[config.mk]
export PLATFORM = sky130hd
export DESIGN_NAME = nmea_sentence_parser_unit
export DESIGN_NICKNAME = d
export VERILOG_FILES = /design/src/rtl/core/nsp_pkg.sv /design/src/rtl/core/nmea_sentence_parser_unit.sv /design/src/rtl/core/nsp_front.sv /design/src/rtl/core/nsp_queue.sv /design/src/rtl/core/nsp_back.sv
export VERILOG_INCLUDE_DIRS = /design/src /design/src/rtl/core
export SDC_FILE = /design/constraint.sdc
export NUM_CORES = 2
export LEC_CHECK = 0
export BUFFER_PORTS_ARGS = -buffer_cell sky130_fd_sc_hd__buf_2
export CAP_MARGIN = 30
export CORE_ASPECT_RATIO = 1.25
export CORE_MARGIN = 1
export CORE_UTILIZATION = 55
export CTS_BUF_LIST = sky130_fd_sc_hd__clkbuf_8 sky130_fd_sc_hd__clkbuf_16
export DETAILED_ROUTE_END_ITERATION = 16
export PLACE_DENSITY = 0.79
export SYNTH_ARGS = -nofsm -noshare
export SYNTH_HDL_FRONTEND = slang
export SYNTH_SLANG_ARGS = --single-unit
[constraint.sdc]
create_clock -name clk -period 29.3 [get_ports clk]
set_input_delay 1.465 -clock clk [delete_from_list [all_inputs] [get_ports clk]]
set_output_delay 1.465 -clock clk [all_outputs]
set_load 0.005 [all_outputs]
[src/rtl/core/nmea_sentence_parser_unit_assert.svh]
// assertion macros shared by nsp_front and nsp_queue
`ifndef NMEA_SENTENCE_PARSER_UNIT_ASSERT_SVH
`define NMEA_SENTENCE_PARSER_UNIT_ASSERT_SVH

// condition must never hold outside reset
`define NSP_ASSERT_NEVER(label, clk, rst, cond) \
  label: assert property (@(posedge clk) disable iff (rst) !(cond)) \
    else $error("nsp: forbidden condition");

// antecedent in one cycle implies consequent in the next
`define NSP_ASSERT_NEXT(label, clk, rst, ante, cons) \
  label: assert property (@(posedge clk) disable iff (rst) (ante) |=> (cons)) \
    else $error("nsp: sequence violated");

`endif

[src/rtl/core/nsp_pkg.sv]
`default_nettype none
package nsp_pkg;

  localparam int unsigned COORD_FRAC_DIGITS_DEF = 5;
  localparam int unsigned QUEUE_DEPTH = 2;

  localparam logic [7:0] CH_CR     = 8'h0D;
  localparam logic [7:0] CH_LF     = 8'h0A;
  localparam logic [7:0] CH_DOLLAR = 8'h24;
  localparam logic [7:0] CH_STAR   = 8'h2A;
  localparam logic [7:0] CH_COMMA  = 8'h2C;
  localparam logic [7:0] CH_POINT  = 8'h2E;
  localparam logic [7:0] CH_MINUS  = 8'h2D;
  localparam logic [7:0] CH_S      = 8'h53;
  localparam logic [7:0] CH_W      = 8'h57;
  localparam logic [7:0] CH_A      = 8'h41;

  localparam logic [1:0] TM_RMC = 2'd1;
  localparam logic [1:0] TM_GGA = 2'd2;
  localparam logic [1:0] TM_ANY = 2'd3;

  localparam logic [11:0] YEAR_BASE = 12'd2000;

  typedef enum logic [1:0] {
    PH_BODY = 2'd0,
    PH_HEX1 = 2'd1,
    PH_HEX2 = 2'd2
  } phase_t;

  typedef enum logic [3:0] {
    RL_NONE, RL_TIME, RL_STATUS, RL_LAT, RL_NS, RL_LON, RL_EW,
    RL_SLOTA, RL_SLOTB, RL_DATE, RL_QUAL, RL_SATS
  } role_t;

  // raw sentence record handed from the parser to the formatter
  typedef struct packed {
    logic        gga;
    logic        fix;
    logic [6:0]  hour;
    logic [6:0]  minute;
    logic [16:0] second_milli;
    logic        south;
    logic [29:0] lat_mag;
    logic        west;
    logic [30:0] lon_mag;
    logic [26:0] slot_a;
    logic        slot_b_neg;
    logic [26:0] slot_b;
    logic [6:0]  day_sats;
    logic [6:0]  month;
    logic [6:0]  year2;
  } record_t;

  function automatic role_t nsp_role(input logic [1:0] tm, input logic [3:0] fn);
    role_t r;
    r = RL_NONE;
    if (tm == TM_RMC) begin
      unique case (fn)
        4'd1: r = RL_TIME;
        4'd2: r = RL_STATUS;
        4'd3: r = RL_LAT;
        4'd4: r = RL_NS;
        4'd5: r = RL_LON;
        4'd6: r = RL_EW;
        4'd7: r = RL_SLOTA;
        4'd8: r = RL_SLOTB;
        4'd9: r = RL_DATE;
        default: r = RL_NONE;
      endcase
    end else if (tm == TM_GGA) begin
      unique case (fn)
        4'd1: r = RL_TIME;
        4'd2: r = RL_LAT;
        4'd3: r = RL_NS;
        4'd4: r = RL_LON;
        4'd5: r = RL_EW;
        4'd6: r = RL_QUAL;
        4'd7: r = RL_SATS;
        4'd8: r = RL_SLOTA;
        4'd9: r = RL_SLOTB;
        default: r = RL_NONE;
      endcase
    end
    return r;
  endfunction

  function automatic logic [19:0] nsp_pow10(input logic [2:0] e);
    logic [19:0] p;
    unique case (e)
      3'd0: p = 20'd1;
      3'd1: p = 20'd10;
      3'd2: p = 20'd100;
      3'd3: p = 20'd1000;
      3'd4: p = 20'd10000;
      3'd5: p = 20'd100000;
      3'd6: p = 20'd1000000;
      default: p = 20'd0;
    endcase
    return p;
  endfunction

  function automatic logic [7:0] nsp_name_char(input logic gga, input logic [2:0] p);
    logic [7:0] ch;
    unique case (p)
      3'd0: ch = 8'h47;
      3'd1: ch = 8'h50;
      3'd2: ch = gga ? 8'h47 : 8'h52;
      3'd3: ch = gga ? 8'h47 : 8'h4D;
      3'd4: ch = gga ? 8'h41 : 8'h43;
      default: ch = 8'h00;
    endcase
    return ch;
  endfunction

  // bit 4 flags a character that is not a hex digit
  function automatic logic [4:0] nsp_hex(input logic [7:0] c);
    logic [4:0] h;
    if (c >= 8'h30 && c <= 8'h39) h = {1'b0, c[3:0]};
    else if ((c >= 8'h41 && c <= 8'h46) || (c >= 8'h61 && c <= 8'h66))
      h = {1'b0, c[3:0] + 4'd9};
    else h = 5'h10;
    return h;
  endfunction

endpackage
`default_nettype wire

[src/rtl/core/nmea_sentence_parser_unit.sv]
`default_nettype none
// Character-at-a-time NMEA sentence parser for recommended-minimum and fix-data
// sentences. One character is taken per clock whenever full is low; full rises
// only when both records in the internal queue and the output register are
// occupied by unread sentences. Every character is parsed by combinational logic
// (one decimal accumulate, or one field scale multiply at a comma or '*') into
// registered state, and a validated sentence reaches the result ports through a
// two-entry queue and an output register.
module nmea_sentence_parser_unit #(
  parameter int unsigned COORD_FRAC_DIGITS = nsp_pkg::COORD_FRAC_DIGITS_DEF
) (
  input  wire logic               clk,
  input  wire logic               rst,
  input  wire logic               push,
  output logic                    full,
  input  wire logic [7:0]         char_byte,
  output logic                    empty,
  input  wire logic               pop,
  output logic                    sentence_kind,
  output logic                    position_fix,
  output logic [6:0]              hour,
  output logic [6:0]              minute,
  output logic [16:0]             second_milli,
  output logic signed [30:0]      latitude,
  output logic signed [31:0]      longitude,
  output logic [26:0]             speed_or_hdop,
  output logic signed [27:0]      course_or_altitude,
  output logic [6:0]              day_or_satellites,
  output logic [6:0]              month,
  output logic [11:0]             year
);
  import nsp_pkg::*;

  logic    emit, q_empty, q_pop;
  record_t rec, q_data;

  nsp_front #(.COORD_FRAC_DIGITS(COORD_FRAC_DIGITS)) u_front (
    .clk(clk), .rst(rst), .take(push && !full), .char_byte(char_byte),
    .emit(emit), .rec(rec)
  );

  nsp_queue u_queue (
    .clk(clk), .rst(rst), .push(emit), .wdata(rec), .full(full),
    .pop(q_pop), .empty(q_empty), .rdata(q_data)
  );

  nsp_back u_back (
    .clk(clk), .rst(rst), .q_empty(q_empty), .q_data(q_data), .q_pop(q_pop),
    .empty(empty), .pop(pop),
    .sentence_kind(sentence_kind), .position_fix(position_fix),
    .hour(hour), .minute(minute), .second_milli(second_milli),
    .latitude(latitude), .longitude(longitude),
    .speed_or_hdop(speed_or_hdop), .course_or_altitude(course_or_altitude),
    .day_or_satellites(day_or_satellites), .month(month), .year(year)
  );
endmodule
`default_nettype wire

[src/rtl/core/nsp_front.sv]
`default_nettype none
`include "nmea_sentence_parser_unit_assert.svh"
module nsp_front #(
  parameter int unsigned COORD_FRAC_DIGITS = nsp_pkg::COORD_FRAC_DIGITS_DEF
) (
  input  wire logic             clk,
  input  wire logic             rst,
  input  wire logic             take,
  input  wire logic [7:0]       char_byte,
  output logic                  emit,
  output nsp_pkg::record_t      rec
);
  import nsp_pkg::*;

  localparam logic [2:0] COORD_LIM = 3'(COORD_FRAC_DIGITS);

  logic        active, active_next;
  phase_t      phase, phase_next;
  logic [7:0]  rxor, rxor_next;
  logic [7:0]  rsum, rsum_next;
  logic        herr, herr_next;
  logic [3:0]  fn, fn_next;
  logic [4:0]  cif, cif_next;
  logic [1:0]  tm, tm_next;
  logic [31:0] acc, acc_next;
  logic [2:0]  fd, fd_next;
  logic        pt, pt_next;
  logic [6:0]  hour, hour_next, minute, minute_next;
  logic [16:0] sec, sec_next;
  logic [6:0]  day, day_next, month, month_next, yr, yr_next;
  logic        stat_a, stat_a_next, south, south_next, west, west_next;
  logic        qual, qual_next;
  logic [29:0] lat, lat_next;
  logic [30:0] lon, lon_next;
  logic [26:0] sla, sla_next, slb, slb_next;
  logic [6:0]  sats, sats_next;
  logic        altneg, altneg_next, minus, minus_next;

  role_t       role;
  logic [2:0]  flim, fd_eff;
  logic [51:0] prod;
  logic [35:0] acc_step;
  logic        is_digit, do_finish;
  logic [3:0]  dig;
  logic [4:0]  hx;
  logic [7:0]  c;

  always_ff @(posedge clk) begin
    if (rst) begin
      active <= 1'b0;
      phase  <= PH_BODY;
      rxor   <= '0;
      rsum   <= '0;
      herr   <= 1'b0;
      fn     <= '0;
      cif    <= '0;
      tm     <= '0;
      acc    <= '0;
      fd     <= '0;
      pt     <= 1'b0;
      hour   <= '0;
      minute <= '0;
      sec    <= '0;
      day    <= '0;
      month  <= '0;
      yr     <= '0;
      stat_a <= 1'b0;
      south  <= 1'b0;
      west   <= 1'b0;
      qual   <= 1'b0;
      lat    <= '0;
      lon    <= '0;
      sla    <= '0;
      slb    <= '0;
      sats   <= '0;
      altneg <= 1'b0;
      minus  <= 1'b0;
    end else begin
      active <= active_next;
      phase  <= phase_next;
      rxor   <= rxor_next;
      rsum   <= rsum_next;
      herr   <= herr_next;
      fn     <= fn_next;
      cif    <= cif_next;
      tm     <= tm_next;
      acc    <= acc_next;
      fd     <= fd_next;
      pt     <= pt_next;
      hour   <= hour_next;
      minute <= minute_next;
      sec    <= sec_next;
      day    <= day_next;
      month  <= month_next;
      yr     <= yr_next;
      stat_a <= stat_a_next;
      south  <= south_next;
      west   <= west_next;
      qual   <= qual_next;
      lat    <= lat_next;
      lon    <= lon_next;
      sla    <= sla_next;
      slb    <= slb_next;
      sats   <= sats_next;
      altneg <= altneg_next;
      minus  <= minus_next;
    end
  end

  always_comb begin
    c        = char_byte;
    role     = nsp_role(tm, fn);
    is_digit = (c >= 8'h30) && (c <= 8'h39);
    dig      = c[3:0];
    hx       = nsp_hex(c);
    if (role == RL_LAT || role == RL_LON) flim = COORD_LIM;
    else if (role == RL_QUAL || role == RL_SATS) flim = 3'd0;
    else flim = 3'd3;
    fd_eff   = (fd > flim) ? flim : fd;
    prod     = {20'd0, acc} * {32'd0, nsp_pow10(flim - fd_eff)};
    acc_step = ({4'd0, acc} << 3) + ({4'd0, acc} << 1) + {32'd0, dig};

    active_next = active;  phase_next = phase;  rxor_next = rxor;
    rsum_next = rsum;      herr_next = herr;    fn_next = fn;
    cif_next = cif;        tm_next = tm;        acc_next = acc;
    fd_next = fd;          pt_next = pt;        hour_next = hour;
    minute_next = minute;  sec_next = sec;      day_next = day;
    month_next = month;    yr_next = yr;        stat_a_next = stat_a;
    south_next = south;    west_next = west;    qual_next = qual;
    lat_next = lat;        lon_next = lon;      sla_next = sla;
    slb_next = slb;        sats_next = sats;    altneg_next = altneg;
    minus_next = minus;
    emit = 1'b0;
    do_finish = 1'b0;

    if (take && c != CH_CR && c != CH_LF) begin
      if (c == CH_DOLLAR) begin
        active_next = 1'b1;  phase_next = PH_BODY;  rxor_next = '0;
        rsum_next = '0;      herr_next = 1'b0;      fn_next = '0;
        cif_next = '0;       tm_next = TM_ANY;      acc_next = '0;
        fd_next = '0;        pt_next = 1'b0;        hour_next = '0;
        minute_next = '0;    sec_next = '0;         day_next = '0;
        month_next = '0;     yr_next = '0;          stat_a_next = 1'b0;
        south_next = 1'b0;   west_next = 1'b0;      qual_next = 1'b0;
        lat_next = '0;       lon_next = '0;         sla_next = '0;
        slb_next = '0;       sats_next = '0;        altneg_next = 1'b0;
        minus_next = 1'b0;
      end else if (active) begin
        if (phase == PH_BODY) begin
          if (c == CH_STAR) begin
            do_finish  = 1'b1;
            phase_next = PH_HEX1;
          end else begin
            rxor_next = rxor ^ c;
            if (c == CH_COMMA) begin
              do_finish = 1'b1;
              if (fn != 4'd15) fn_next = fn + 4'd1;
              cif_next   = '0;
              acc_next   = '0;
              fd_next    = '0;
              pt_next    = 1'b0;
              minus_next = 1'b0;
            end else begin
              if (fn == 4'd0) begin
                if (cif < 5'd5) begin
                  if (c != nsp_name_char(1'b0, cif[2:0])) tm_next[0] = 1'b0;
                  if (c != nsp_name_char(1'b1, cif[2:0])) tm_next[1] = 1'b0;
                end else begin
                  tm_next = '0;
                end
              end else if (role == RL_TIME && cif < 5'd4) begin
                if (is_digit && cif < 5'd2) hour_next = 7'(hour * 7'd10 + 7'(dig));
                if (is_digit && cif >= 5'd2) minute_next = 7'(minute * 7'd10 + 7'(dig));
              end else if (role == RL_DATE) begin
                if (is_digit && cif < 5'd2) day_next = 7'(day * 7'd10 + 7'(dig));
                else if (is_digit && cif < 5'd4) month_next = 7'(month * 7'd10 + 7'(dig));
                else if (is_digit && cif < 5'd6) yr_next = 7'(yr * 7'd10 + 7'(dig));
              end else if (role == RL_STATUS) begin
                if (cif == 5'd0) stat_a_next = (c == CH_A);
              end else if (role == RL_NS) begin
                south_next = (cif == 5'd0) && (c == CH_S);
              end else if (role == RL_EW) begin
                west_next = (cif == 5'd0) && (c == CH_W);
              end else if (role != RL_NONE) begin
                // numeric field, saturating decimal accumulate
                if (is_digit) begin
                  if (!pt || fd < flim) begin
                    if (pt) fd_next = fd + 3'd1;
                    acc_next = (acc_step[35:32] != 4'd0) ? 32'hFFFF_FFFF : acc_step[31:0];
                  end
                end else if (c == CH_POINT) begin
                  pt_next = 1'b1;
                end else if (c == CH_MINUS && cif == 5'd0 && role == RL_SLOTB &&
                             tm == TM_GGA) begin
                  minus_next = 1'b1;
                end
              end
              if (cif != 5'd31) cif_next = cif + 5'd1;
            end
          end
        end else begin
          if (hx[4]) herr_next = 1'b1;
          rsum_next = {rsum[3:0], hx[4] ? 4'd0 : hx[3:0]};
          if (phase == PH_HEX1) begin
            phase_next = PH_HEX2;
          end else begin
            active_next = 1'b0;
            phase_next  = PH_BODY;
            emit = !herr_next && (rsum_next == rxor) && (tm == TM_RMC || tm == TM_GGA);
          end
        end
      end
    end

    // close the current field into the staged values
    if (do_finish) begin
      if (fn == 4'd0) begin
        if (cif != 5'd5) tm_next = '0;
      end else begin
        unique case (role)
          RL_TIME:  sec_next = (prod > 52'd99999) ? 17'd99999 : prod[16:0];
          RL_LAT:   lat_next = (prod > 52'd999999999) ? 30'd999999999 : prod[29:0];
          RL_LON:   lon_next = (prod > 52'd1999999999) ? 31'd1999999999 : prod[30:0];
          RL_SLOTA: sla_next = (prod > 52'd99999999) ? 27'd99999999 : prod[26:0];
          RL_SLOTB: begin
            slb_next    = (prod > 52'd99999999) ? 27'd99999999 : prod[26:0];
            altneg_next = minus;
          end
          RL_QUAL:  qual_next = (prod != 52'd0);
          RL_SATS:  sats_next = (prod > 52'd99) ? 7'd99 : prod[6:0];
          default: ;
        endcase
      end
    end
  end

  always_comb begin
    rec.gga          = (tm == TM_GGA);
    rec.fix          = (tm == TM_GGA) ? (qual && sats != 7'd0) : stat_a;
    rec.hour         = hour;
    rec.minute       = minute;
    rec.second_milli = sec;
    rec.south        = south;
    rec.lat_mag      = lat;
    rec.west         = west;
    rec.lon_mag      = lon;
    rec.slot_a       = sla;
    rec.slot_b_neg   = (tm == TM_GGA) && altneg;
    rec.slot_b       = slb;
    rec.day_sats     = (tm == TM_GGA) ? sats : day;
    rec.month        = (tm == TM_GGA) ? 7'd0 : month;
    rec.year2        = yr;
  end

  `NSP_ASSERT_NEVER(a_phase_needs_active, clk, rst, phase != PH_BODY && !active)
  `NSP_ASSERT_NEVER(a_phase_code, clk, rst, phase == phase_t'(2'd3))
  `NSP_ASSERT_NEXT(a_emit_ends_sentence, clk, rst, emit, !active && phase == PH_BODY)
  `NSP_ASSERT_NEVER(a_emit_from_hex2, clk, rst, emit && phase != PH_HEX2)
endmodule
`default_nettype wire

[src/rtl/core/nsp_queue.sv]
`default_nettype none
`include "nmea_sentence_parser_unit_assert.svh"
module nsp_queue (
  input  wire logic             clk,
  input  wire logic             rst,
  input  wire logic             push,
  input  wire nsp_pkg::record_t wdata,
  output logic                  full,
  input  wire logic             pop,
  output logic                  empty,
  output nsp_pkg::record_t      rdata
);
  import nsp_pkg::*;

  localparam int unsigned AW = $clog2(QUEUE_DEPTH);

  record_t       mem [QUEUE_DEPTH];
  logic [AW-1:0] wptr, rptr;
  logic [AW:0]   count;
  logic          do_push, do_pop;

  assign do_push = push && !full;
  assign do_pop  = pop && !empty;
  assign full    = (count == (AW+1)'(QUEUE_DEPTH));
  assign empty   = (count == '0);
  assign rdata   = mem[rptr];

  always_ff @(posedge clk) begin
    if (rst) begin
      wptr  <= '0;
      rptr  <= '0;
      count <= '0;
    end else begin
      if (do_push) wptr <= (wptr == AW'(QUEUE_DEPTH - 1)) ? '0 : wptr + 1'b1;
      if (do_pop) rptr <= (rptr == AW'(QUEUE_DEPTH - 1)) ? '0 : rptr + 1'b1;
      count <= count + (AW+1)'(do_push) - (AW+1)'(do_pop);
    end
  end

  always_ff @(posedge clk) begin
    if (do_push) mem[wptr] <= wdata;
  end

  `NSP_ASSERT_NEVER(a_count_bound, clk, rst, count > (AW+1)'(QUEUE_DEPTH))
  `NSP_ASSERT_NEVER(a_push_when_full, clk, rst, push && full)
  `NSP_ASSERT_NEXT(a_push_fills, clk, rst, do_push && !do_pop, !empty)
endmodule
`default_nettype wire

[src/rtl/core/nsp_back.sv]
`default_nettype none
module nsp_back (
  input  wire logic               clk,
  input  wire logic               rst,
  input  wire logic               q_empty,
  input  wire nsp_pkg::record_t   q_data,
  output logic                    q_pop,
  output logic                    empty,
  input  wire logic               pop,
  output logic                    sentence_kind,
  output logic                    position_fix,
  output logic [6:0]              hour,
  output logic [6:0]              minute,
  output logic [16:0]             second_milli,
  output logic signed [30:0]      latitude,
  output logic signed [31:0]      longitude,
  output logic [26:0]             speed_or_hdop,
  output logic signed [27:0]      course_or_altitude,
  output logic [6:0]              day_or_satellites,
  output logic [6:0]              month,
  output logic [11:0]             year
);
  import nsp_pkg::*;

  logic valid;
  logic load;

  assign empty = !valid;
  assign load  = !q_empty && (!valid || pop);
  assign q_pop = load;

  always_ff @(posedge clk) begin
    if (rst) valid <= 1'b0;
    else if (load) valid <= 1'b1;
    else if (pop) valid <= 1'b0;
  end

  // signs applied on the way out
  always_ff @(posedge clk) begin
    if (load) begin
      sentence_kind      <= q_data.gga;
      position_fix       <= q_data.fix;
      hour               <= q_data.hour;
      minute             <= q_data.minute;
      second_milli       <= q_data.second_milli;
      latitude           <= q_data.south ? -$signed({1'b0, q_data.lat_mag})
                                         : $signed({1'b0, q_data.lat_mag});
      longitude          <= q_data.west ? -$signed({1'b0, q_data.lon_mag})
                                        : $signed({1'b0, q_data.lon_mag});
      speed_or_hdop      <= q_data.slot_a;
      course_or_altitude <= q_data.slot_b_neg ? -$signed({1'b0, q_data.slot_b})
                                              : $signed({1'b0, q_data.slot_b});
      day_or_satellites  <= q_data.day_sats;
      month              <= q_data.month;
      year               <= q_data.gga ? 12'd0 : YEAR_BASE + {5'd0, q_data.year2};
    end
  end
endmodule
`default_nettype wire
# == Word level (Yosys, flattened, before mapping) ==
# Memory sizes are Yosys's and may differ from the RTL's. A register that Yosys moved wholly into a read port is not among the register bits.
# Index checks and enable logic that the tools add are counted.
# op_classes
order_cmp,18
addsub,20
mul,6
reduce_logical,84
muxes,286
n_eq_ne,60
n_bitwise,1
# ops
operator,n
$mux W32,15
$mux W7,54
$mux W27,12
$mux W31,7
$mux W30,7
$mux W8,20
$pmux W20 S7,1
$mux W1,104
$mux W17,6
$mux W4,16
$gt A52 B17 Y1 const B,1
$gt A52 B27 Y1 const B,1
$gt A52 B30 Y1 const B,1
$gt A52 B31 Y1 const B,1
$gt A52 B7 Y1 const B,1
$mul A32 B20 Y52,1
$reduce_bool A52 Y1,1
$mux W3,17
$eq A8 B6 Y1 const B,5
$mux W5,8
$add A35 B33 Y36,1
$add A36 B4 Y36,1
$add A7 B4 Y7,5
$mul A7 B3 Y6 const B,5
67 further kinds,184
# totals
ram_bits,344
regBits,425
out_inout_bits,179
memories,3
romBits,128
in_bits,12
# mem_list
memory,depth,word_bits,read_ports,rd_ports_with_merged_regs,wr,line,source
u_queue.mem,2,172,1,1,1,nsp_queue.sv:17,record_t mem [QUEUE_DEPTH];
(name not given),16,4,1,1,0,nsp_pkg.sv:58,unique case (fn)
(name not given),16,4,1,1,0,nsp_pkg.sv:71,unique case (fn)

# == Depth between registers and ports, before layout ==
# logic_depth
word_depth,24
ltp_mapped,52

# == Cells and area by module ==
# Synthesis repeated with hierarchy kept, for this count alone.
# unflattened
hier_cells,5029
hier_area_um2,54033.1
# by_module_without_submodules
mod,area_each_um2,instances,cells_per_inst
nsp_front,33641.0,1,3989
nsp_queue,12957.4,1,562
nsp_back,7420.9,1,477
nmea_sentence_parser_unit,13.8,1,1

# == Worst setup path before layout ==
# OpenSTA, ideal clock, no wires.
# synth_path
path_kind,register -> register
startpoint,reg u_front.tm[1]
endpoint,reg u_front.lat[19]
arrival_ps,11921
setup_slack_ps,17242
setup_time_ps,137
required_time_ps,29163
stages_incl_launch_ff,49
path_cell_list,dfxtp_1 > inv_1 > ha_1 > clkbuf_1 > nor2_1 > a21oi_1 > mux2_2 > nand2_1 > nand2_1 > ha_1 > nor2b_1 > o21ai_0 > a32oi_1 > a21oi_1 > ha_1 > fa_1 > clkbuf_1 > nor2b_1 > (+13 left out) > inv_1 > fa_1 > inv_1 > ha_1 > buf_2 > and3_1 > and2_1 > a211o_1 > a211oi_2 > nor2_1 > or3_1 > a31oi_1 > nand3_1 > or4_1 > buf_6 > nor4_4 > buf_2 > a21oi_1
# synth_via
elab_chain_cells,18
# synth_rtl
element,line,source
"start, declared",nsp_front.sv:24,"logic [1:0] tm, tm_next;"
"start signal, assigned",nsp_front.sv:86,tm <= tm_next;
$eq A2 B2 Y1,nsp_pkg.sv:70,end else if (tm == TM_GGA) begin
$mux W4,nsp_pkg.sv:70,
$mux W4 *,nsp_pkg.sv:57,if (tm == TM_RMC) begin
$eq A4 B4 Y1,nsp_front.sv:117,else if (role == RL_QUAL || role == RL_SATS) flim = 3'd0;
$logic_or A1 B1 Y1,nsp_front.sv:117,
$mux W2,nsp_front.sv:117,
$mux W3,nsp_front.sv:116,if (role == RL_LAT || role == RL_LON) flim = COORD_LIM;
$gt A3 B3 Y1,nsp_front.sv:119,fd_eff = (fd > flim) ? flim : fd;
(+2 left out),-,
"$eq A3 B3 Y1, or another cell as far along",nsp_pkg.sv:89,unique case (e)
$pmux W20 S7,nsp_pkg.sv:89,
$mul A32 B20 Y52,nsp_front.sv:120,"prod = {20'd0, acc} * {32'd0, nsp_pow10(flim - fd_eff)};"
$gt A52 B30 Y1,nsp_front.sv:222,RL_LAT: lat_next = (prod > 52'd999999999) ? 30'd999999999 : prod[29:0];
$mux W30,nsp_front.sv:222,
$mux W30 *,nsp_front.sv:220,unique case (role)
$mux W30 *,nsp_front.sv:217,if (fn == 4'd0) begin
$mux W30 *,nsp_front.sv:216,if (do_finish) begin
"end signal, assigned",nsp_front.sv:100,lat <= lat_next;
"end, declared",nsp_front.sv:33,"logic [29:0] lat, lat_next;"
# Every way passes the cells marked *; elsewhere a longest branch is shown, timed or not.
# A chain may end at the register's enable or synchronous reset.

==> impl_metrics.csv <==
group,metric,value,unit
clocking,ctsResizeCount,0,
grt,first_global_vias,40300,
synthesis,synth_cell_types,94,
floorplanning,io_pins,191,
cells_and_area,drive_gt1_share,9.94,%
pwr,p_leak,26.1,nW
pwr,swShare,20.5,%
flow_run,maxCapViolCount,0,
synthesis,ys_seq_area_share,38.2,%
critical_path,worstPathMaxFanout,47,
pwr,p_int,1.68,mW
clocking,clkLatencyLatePin,0.65,ns
clocking,cts_htree_levels,3,
floorplanning,fp.coreArea,0.0977,mm²
clocking,root_buffer,"clkbuf_16",
synthesis,synthesis.area,0.0543,mm²
placement,dp_hpwl,103,mm
sta,fmax,69.6,MHz
grt,grtUsageTotal,27.8,%
sta,setup_violations,0,
synthesis,syn_inst,5192,
cells_and_area,finalNetCount,6089,
detailed_routing,num_vias,39300,
sta,fin_ws,14.94,ns
grt,grt_max_degree,192,
grt,overflow,0,
pwr,clkPwrFrac,44.6,%
pwr,p_switching,0.435,mW
synthesis,synth_area_leaders,"edfxtp_1 (29%), fa_1 (18%), dfxtp_1 (9.5%)",
grt,grt_antenna_before_repair,0,
floorplanning,dieWidth,283,µm
critical_path,slowest_delay,0.95,ns
critical_path,critPathBufInv,9,
sta,worst_pin_slew,1.24,ns
min_path,hp-class,"reg -> reg",
sta,grt_setup_unrepaired,"false",
placement,numPortBuffers,190,
detailed_routing,ant_nets,0,
critical_path,rrSetupSlack,14.94,ns
synthesis,avgSynthCellArea,10.5,µm²
synthesis,ys.warnings.count,0,
critical_path,critPathArrivalTime,14.83,ns
cells_and_area,fillers,7786,
clocking,cts_tree,"done",
sta,finalCriticalPeriod,14.36,ns
critical_path,critPathSlowestCell,"nor4_4",
grt,grt_pass1_wl,219,mm
synthesis,synth_nets,6008,
clocking,post-cts-setup-buffer-count,0,
run_status,status,"finished clean",
floorplanning,start_util,55.6,%
clocking,cts_buffer_depth,3,
synthesis,synth_edf_count,519,
detailed_routing,drc_errors,0,
clocking,clkSinkCount,776,
critical_path,cp.required,29.77,ns
pwr,power.density,35.9,mW/mm²
clocking,cts_made_buffers,71,
pwr,share_comb_of_total_power,0.9,%
sta,slew-limit-headroom,17.5,%
critical_path,end_kind,"flop",
detailed_routing,drt_iter0_drc,3687,
detailed_routing,wl_per_cell,20.9,µm
placement,gp_congestion,0.967,
floorplanning,die_h,353,µm
floorplanning,dieArea,0.100,mm²
detailed_routing,wl,139,mm
sta,slew_violations,0,
sta,hold_viol,0,
sta,fin_crit_sh,49.0,%
cells_and_area,area_delta_synth_final,8.60,%
placement,post-place-ws,14.22,ns
pwr,seqPwrFrac,54.5,%
floorplanning,num_rows,128,
detailed_routing,post_drt_via_cell_ratio,5.92,
clocking,path_clk_slew,0.07,ns
synthesis,synth_top_cell_by_area,"edfxtp_1",
synthesis,synth-seq-cells,776,
critical_path,worst_setup_path_start_kind,"flop",
sta,skew,0.0233,ns
sta,setup_tns,0,ns
synthesis,synth_top_cell_area_share,28.7,%
synthesis,async_flop_share,0,%
critical_path,critical_path_class,"reg -> reg",
critical_path,critPathTopFamily,"adder cells",
synthesis,synthFlopType,"edfxtp_1",
critical_path,crit_top_cell,"fa_1",
pwr,ir_worst_vdd,0.0467,mV
detailed_routing,dr.pass1.iters,6,
clocking,hold_buffers,0,
-- worst min-delay path, cell delays in order, from the launching register on --
cell and delay [ns]:
dfxtp_1 0.31, nand2_1 0.05, a21oi_1 0.05
-- routing by layer --
layer	track usage [%]	routed length, µm
met4	16.0	8560
met1	33.6	52400
met2	47.9	69100
met5	0	0
met3	3.33	8650
-- metrics by stage --
stage	std cells	power (mW)	util (%)	hold slack, ns	area [µm²]
finish	6633	2.12	60.4	0.453	59000
global route	6632	2.17	60.4	0.461	59000
CTS	6629	2.13	60.3	0.452	58900
detailed placement	6497	1.20	57.9	0.442	56500
global placement	6489	1.19	57.8	0.432	56500
floorplan	5192	1.19	-	0.425	54300
-- final timing paths --
| check | startpoint | end | cells after the start |
|---|---|---|---|
| hold / removal | u_front.month[6] | u_front.month[6] | 2 |
| setup reg to reg | u_front.tm[0] | u_front.lat[19] | 46 |
| hold reg to reg | u_front.month[6] | u_front.month[6] | 2 |
| setup / recovery | u_front.tm[0] | u_front.lat[19] | 46 |
-- registers in the layout, summed over array words and instances, names as in the netlist, 28 cells and up, named ones only --
| register | flops |
|---|---|
| u_front.lon | 31 |
| u_back.longitude | 32 |
| u_back.latitude | 31 |
| u_front.acc | 32 |
| u_queue.mem | 344 |
| u_back.course_or_altitude | 28 |
| u_front.lat | 30 |
-- placed cells by master (no fill, tap or decap), types with 14 or more instances in the layout --
cell type and instances:
a211oi_1 24, a21o_1 30, a21oi_1 305, a22o_1 15, a31oi_1 34, a41oi_1 33, and2_1 147, and3_1 67
buf_2 191, buf_4 65, clkbuf_16 71, dfxtp_1 256, edfxtp_1 519, fa_1 485, ha_1 318, inv_1 709
mux2_2 91, mux2i_1 71, nand2_1 446, nand2b_1 94, nand3_1 71, nand4_1 44, nor2_1 254, nor2b_1 33
nor3_1 118, nor3b_1 17, nor4_1 16, o211ai_1 19, o21a_1 56, o21ai_0 154, o21ai_1 26, o21bai_1 14
o31ai_1 17, o32ai_1 34, or3_1 16, xnor2_1 124, xor2_1 96
-- Yosys cell counts (10+ instances only) --
library cell,n
a311oi_1,12
a21oi_1,306
o211ai_1,19
ha_1,319
and2_1,149
nand2_1,446
a31oi_1,34
or3_1,16
mux2_2,91
o32a_1,10
a211oi_1,24
o21bai_1,14
a22o_1,15
edfxtp_1,519
buf_2,31
or2_2,12
nand2b_1,94
a41oi_1,33
nor4_1,16
nor2b_1,37
o21a_1,56
nor3b_1,18
inv_1,694
o32ai_1,34
and3_1,67
nor2_1,256
nand3_1,71
dfxtp_1,257
clkbuf_1,204
o21ai_2,10
o31ai_1,17
nor3_1,118
nand4_1,44
a21o_1,30
fa_1,485
mux2i_1,71
xor2_1,96
buf_1,13
a22oi_1,10
o21ai_1,27
xnor2_1,124
o21ai_0,155
-- cells by family (layout without fill, tap and decap cells) --
kind of cell | count (synthesis) | count (layout) | share of synthesized area (%)
multiplexers | 162 | 162 | 3.19
adder cells (fa/ha/maj) | 804 | 804 | 25.2
other | 0 | 1 | 0
AND/OR/NAND/NOR | 1396 | 1396 | 12.8
XOR/XNOR | 220 | 220 | 3.55
buffers and inverters | 950 | 1090 | 6.72
AO/OA/AOI/OAI | 884 | 884 | 10.4
flip-flops | 776 | 776 | 38.2
-- cell type report --
type / count / area [µm²] / share of cell area, %
Clock inverter: 57 / 577 / 0.977
Timing Repair Buffer: 263 / 1590 / 2.70
Inverter: 695 / 2610 / 4.42
Tap cell: 1300 / 1630 / 2.76
Clock buffer: 75 / 1830 / 3.10
Antenna cell: 1 / 2.50 / 0.00424
Sequential cell: 776 / 20700 / 35.1
Multi-Input combinational cell: 3466 / 30000 / 50.9
-- power by group through the flow --
stage	sequential [mW]	combinational, mW	clock (mW)
5_1_grt	1.15	0.0206	0.993
3_3_place_gp	1.18	0.0181	0
3_5_place_dp	1.18	0.0187	0
2_1_floorplan	1.18	0.0114	0
4_1_cts	1.15	0.0188	0.954
6_report	1.15	0.0193	0.945
No activity file was read; power rests on OpenSTA's default activity.
